### src/hdl/gbbc_pkg.sv
package gbbc_pkg;

  localparam int unsigned HourW = 12;
  localparam int unsigned CntW  = 5;

  typedef struct packed {
    logic [11:0] earliest_hour;
    logic [11:0] latest_hour;
    logic        final_offer;
  } in_item_t;

  typedef struct packed {
    logic [3:0]  group_ordinal;
    logic [3:0]  offer_index;
    logic [11:0] box_min_earliest;
    logic [11:0] box_max_earliest;
    logic [11:0] box_min_latest;
    logic [11:0] box_max_latest;
    logic [4:0]  members_in_group;
    logic        group_end;
    logic        last_result;
    logic        overflow_flag;
  } out_item_t;

  localparam logic [1:0] CfgEstSpan   = 2'd0;
  localparam logic [1:0] CfgLstSpan   = 2'd1;
  localparam logic [1:0] CfgGroupSize = 2'd2;

  // controller to datapath
  typedef struct packed {
    logic load;        // store incoming offer
    logic scan_init;   // reset pair scan
    logic scan_step;   // evaluate one pair
    logic merge_init;  // capture merged group, link member lists
    logic merge_step;  // move one group down, or place merged group
    logic emit_init;   // start output walk
    logic emit_step;   // advance output walk
    logic clear;       // end of set
  } dp_cmd_t;

  // datapath to controller
  typedef struct packed {
    logic scan_done;   // all pairs seen
    logic single;      // at most one group
    logic accept;      // best pair merges
    logic merge_last;  // merged group goes in this cycle
    logic emit_last;   // current output is the last
  } dp_sts_t;

endpackage

### src/hdl/gbbc_ctrl.sv
module gbbc_ctrl
  import gbbc_pkg::*;
(
  input  logic    clk_i,
  input  logic    rst_ni,
  input  logic    in_valid_i,
  output logic    in_ready_o,
  input  logic    in_final_i,
  output logic    out_valid_o,
  input  logic    out_ready_i,
  input  dp_sts_t sts_i,
  output dp_cmd_t cmd_o
);
  typedef enum logic [5:0] {
    SLoad  = 6'b000001,
    SInit  = 6'b000010,
    SScan  = 6'b000100,
    SDec   = 6'b001000,
    SMerge = 6'b010000,
    SEmit  = 6'b100000
  } state_e;

  state_e state_q, state_d;

  always_comb begin
    state_d     = state_q;
    cmd_o       = '0;
    in_ready_o  = 1'b0;
    out_valid_o = 1'b0;
    unique case (state_q)
      SLoad: begin
        in_ready_o = 1'b1;
        if (in_valid_i) begin
          cmd_o.load = 1'b1;
          if (in_final_i) state_d = SInit;
        end
      end
      SInit: begin
        cmd_o.scan_init = 1'b1;
        state_d = SScan;
      end
      SScan: begin
        if (sts_i.scan_done) state_d = SDec;
        else cmd_o.scan_step = 1'b1;
      end
      SDec: begin
        if (!sts_i.single && sts_i.accept) begin
          cmd_o.merge_init = 1'b1;
          state_d = SMerge;
        end else begin
          cmd_o.emit_init = 1'b1;
          state_d = SEmit;
        end
      end
      SMerge: begin
        cmd_o.merge_step = 1'b1;
        if (sts_i.merge_last) state_d = SInit;
      end
      SEmit: begin
        out_valid_o = 1'b1;
        if (out_ready_i) begin
          cmd_o.emit_step = 1'b1;
          if (sts_i.emit_last) begin
            cmd_o.clear = 1'b1;
            state_d = SLoad;
          end
        end
      end
      default: state_d = SLoad;
    endcase
  end

  always_ff @(posedge clk_i or negedge rst_ni) begin
    if (!rst_ni) state_q <= SLoad;
    else state_q <= state_d;
  end

  a_no_both: assert property (@(posedge clk_i) disable iff (!rst_ni)
    !(in_ready_o && out_valid_o)) else $error("load and emit overlap");
  a_merge_rescan: assert property (@(posedge clk_i) disable iff (!rst_ni)
    (cmd_o.merge_step && sts_i.merge_last) |=> state_q == SInit)
    else $error("no rescan after merge");
  a_final_go: assert property (@(posedge clk_i) disable iff (!rst_ni)
    (in_valid_i && in_ready_o && in_final_i) |=> !in_ready_o) else $error("final ignored");
endmodule

### config.mk
export PLATFORM = sky130hd
export DESIGN_NAME = gbbc_ctrl
export DESIGN_NICKNAME = d
export VERILOG_FILES = /design/src/hdl/gbbc_pkg.sv /design/src/hdl/gbbc_ctrl.sv
export SDC_FILE = /design/constraint.sdc
export NUM_CORES = 1
export LEC_CHECK = 0
export ABC_AREA = 1
export ABC_CLOCK_PERIOD_IN_PS = 1500
export BUFFER_PORTS_ARGS = -buffer_cell sky130_fd_sc_hd__clkbuf_2
export CORE_AREA = 2 2 39 41
export DETAILED_ROUTE_END_ITERATION = 10
export DIE_AREA = 0 0 41 43
export PLACE_DENSITY_LB_ADDON = 0.08
export SETUP_SLACK_MARGIN = 0.2
export SYNTH_ARGS = -nofsm -noshare
export SYNTH_HDL_FRONTEND = slang
export SYNTH_SLANG_ARGS = --single-unit
### constraint.sdc
create_clock -name clk_i -period 1.5 [get_ports clk_i]
set_input_delay 0.075 -clock clk_i [delete_from_list [all_inputs] [get_ports clk_i]]
set_output_delay 0.075 -clock clk_i [all_outputs]
set_load 0.05 [all_outputs]
==> results_dict.tcl <==
set metrics [dict create \
    ant_nets 0 \
    final_gp_congestion 0.747 \
    timing.max_slew.rel_slack 0.801 \
    grt_start_max_net_pins 9 \
    syn_area_per_cell_sq_um 6.88 \
    synth_cell_type_count 16 \
    buffers_on_ports 19 \
    synthesis.nets 76 \
    num-fill-cells 146 \
    number_of_antenna_violations_at_the_first_check_in_global_routing 0 \
    grt_use_met1 0.224 \
    registers.top_by_ff_count "state_q" \
    die_y_um 43 \
    cts_buffer_depth 2 \
    unrepaired_setup_endpoints_after_global_routing "yes" \
    dominant_combinational_cell_family_by_area_after_synthesis "simple AND/OR/NAND/NOR gates" \
    timing.hold.worst.class "input port to flop" \
    cellLeakagePower_nw 0.445 \
    power_frac_clock 0.132 \
    synth_cells 66 \
    post_synth_mux_area_share 0 \
    critical_path_peak_fanout 7 \
    largest_register_ff_count 6 \
    layout.cells.most_common "sky130_fd_sc_hd__inv_1" \
    maxCapViolCount 0 \
    area_growth_syn_to_layout_pct 74.9 \
    p_seq_frac 0.229 \
    core_region_area_sq_mm 0.00138 \
    detailedRoute.firstIterationViolations 10 \
    finish.net_count 105 \
    synthXorXnorAreaFrac 0 \
    grt_first_pass_wirelength_um 2000 \
    synth-seq-cells 6 \
    avgRoutedWirePerCell_um 10.3 \
    dieArea_sq_mm 0.00176 \
    effective_utilization_at_floorplan 0.328 \
    yosys.area_share.adder 0 \
    setup_tns_ns 0 \
    worst_hold_slack_ns 0.110 \
    worstPathRequired_ns 1.42 \
    pwr_cell_area_mw_per_mm2 1560 \
    met3_usage 0.0785 \
    power_switching_share 0.490 \
    clkSlewWorstSetupHoldPaths_ns 0.04 \
    ios 20 \
    cts_inserted_buffers 3 \
    area.sequential_sq_um 154 \
    post_drt_via_cell_ratio 4.54 \
    post_route_cells_drive_above_1_share 0.606 \
    die_w_um 41 \
    global_route.peak_usage_layer "met2" \
    ys.warnings.count 0 \
    synthTopCellsByArea "sky130_fd_sc_hd__dfrtp_1, sky130_fd_sc_hd__inv_1, sky130_fd_sc_hd__nor2_1" \
    synth_simple_gate_area_share 0.466 \
    run_status "finished clean" \
    power_report.internal_total_mw 0.630 \
    share_of_the_synthesized_area_in_the_top_cell_type 0.275 \
    via_count_of_the_first_global_routing_pass 490 \
    post-route-min-period_ns 1.42 \
    detailed_route_drc_error_count 0 \
    worst_clock_skew_ns 0.00949 \
    critPathKind "flop to output pin" \
    synth_top_area_cell "sky130_fd_sc_hd__dfrtp_1" \
    setup_viol_count_final 0 \
    cts_sinks 6 \
    tightestPinTransition_ns 0.298 \
    synth_compound_area_frac 0.0110 \
    worst-endpoint-arrival_ns 1.35 \
    globalRoute.totalOverflow 0 \
    final_min_period_over_clock_period 0.949 \
    maximum_resistive_drop_on_vdd_v 0.000839 \
    globalRouteTotalUtil 0.167 \
    yosysSeqAreaShare 0.333 \
    netSwitchingPower_mw 0.605 \
    crit_path_end_kind "output pin" \
    power.share.combinational 0.639 \
    post_synth_instance_area_sq_um 454 \
    gr-usage-met2 0.238 \
    place_hpwl_um 834 \
    startpoint_type "flop" \
    clock_tree_from_tritoncts "built" \
    slew_viol_final 0 \
    finalHoldViolCount 0 \
    multiInputGateArea_sq_um 269 \
    antenna-diode-count 0 \
    clock_tree.htree_level_count 1 \
    top_regs "state_q x6" \
    detail_route.wirelength_um 1130 \
    clock_root_buffer_master "sky130_fd_sc_hd__clkbuf_4" \
    worst_skew_pair.late_latency_ns 0.25 \
    rows 14 \
    layout.cells.most_common_list "sky130_fd_sc_hd__inv_1, sky130_fd_sc_hd__clkbuf_2, sky130_fd_sc_hd__nand2_1" \
    vias 499 \
    drt_first_pass_iters 4 \
    fmax_ghz 0.702 \
]
-- synthesized netlist by cell type --
cell and count:
sky130_fd_sc_hd__inv_1 15, sky130_fd_sc_hd__nand2_1 8, sky130_fd_sc_hd__buf_4 3, sky130_fd_sc_hd__nand4_2 1, sky130_fd_sc_hd__dfstp_2 1, sky130_fd_sc_hd__nor2_4 3, sky130_fd_sc_hd__nor2_2 1, sky130_fd_sc_hd__nor2_1 12
sky130_fd_sc_hd__nand3_1 7, sky130_fd_sc_hd__nand4_1 4, sky130_fd_sc_hd__inv_2 2, sky130_fd_sc_hd__nor3_1 1, sky130_fd_sc_hd__dfrtp_1 5, sky130_fd_sc_hd__o21ai_0 1, sky130_fd_sc_hd__nor3b_2 1, sky130_fd_sc_hd__nand2_2 1
-- repair_timing --
item,in CTS,in global routing
endpoints found under the hold margin,6,0
pin swaps,5,1
hold buffers,1,0
endpoints found under the setup margin,10,13
gates resized for setup,29,15
buffers inserted,3,4
-- power by group through the flow --
stage	sequential [mW]	combinational [mW]	clock (mW)
finish	0.282	0.789	0.164
global route	0.292	0.857	0.178
CTS	0.276	0.699	0.169
detailed placement	0.276	0.572	0
global placement	0.275	0.569	0
floorplan	0.269	0.477	0
-- worst max-delay path, cell delays in order, from the launching register on --
cell	delay, ns
sky130_fd_sc_hd__dfrtp_1	0.42
sky130_fd_sc_hd__nor2_4	0.22
sky130_fd_sc_hd__nand3_2	0.15
sky130_fd_sc_hd__nor2_2	0.13
sky130_fd_sc_hd__clkbuf_8	0.19
-- metal layers --
metal	wire, um	vias up	share of wire
met5	0	-	0
li1	-	258	-
met4	0	0	0
met3	65	0	0.058
met2	584	11	0.52
met1	480	230	0.43
-- stage by stage --
step	setup slack (ns)	area [sq um]	power (mW)	utilization	instances
after CTS	0.0391	729	1.14	0.527	106
after floorplan	0.0542	457	0.746	-	66
after detailed placement	0.225	549	0.848	0.397	98
after global routing	0.00742	795	1.33	0.574	110
final	0.0763	795	1.24	0.574	110
after global placement	0.233	549	0.845	0.397	98
-- kinds of logic (layout without fill, tap and decap cells) --
| group | after synthesis | in the layout |
|---|---|---|
| AO/OA/AOI/OAI | 1 | 1 |
| buffers and inverters | 20 | 48 |
| flip-flops | 6 | 6 |
| AND/OR/NAND/NOR | 39 | 39 |
-- final cells by class --
class                   instances  share of cell area
inverters                      17              0.0803
multi-input cells              40               0.339
repair buffers                 27               0.329
flip-flops and latches          6               0.194
clock buffers                   4              0.0331
well taps                      16              0.0252
-- path summary, 6_finish.rpt --
| kind | start | end | slack, ns | cells after the start |
|---|---|---|---|---|
| max | state_q[3]$_DFFE_PN0P_ | cmd_o[1] | 0.08 | 4 |
| min | in_final_i | state_q[0]$_DFFE_PN1P_ | 0.11 | 4 |
| max reg2reg | state_q[4]$_DFFE_PN0P_ | state_q[0]$_DFFE_PN1P_ | 0.17 | 8 |
| min reg2reg | state_q[1]$_DFFE_PN0P_ | state_q[0]$_DFFE_PN1P_ | 0.60 | 3 |
| max in group asynchronous | rst_ni | state_q[0]$_DFFE_PN1P_ | 1.08 | 2 |
| min in group asynchronous | rst_ni | state_q[2]$_DFFE_PN0P_ | 0.18 | 2 |
Note: power is estimated with default switching activity, not from simulation.
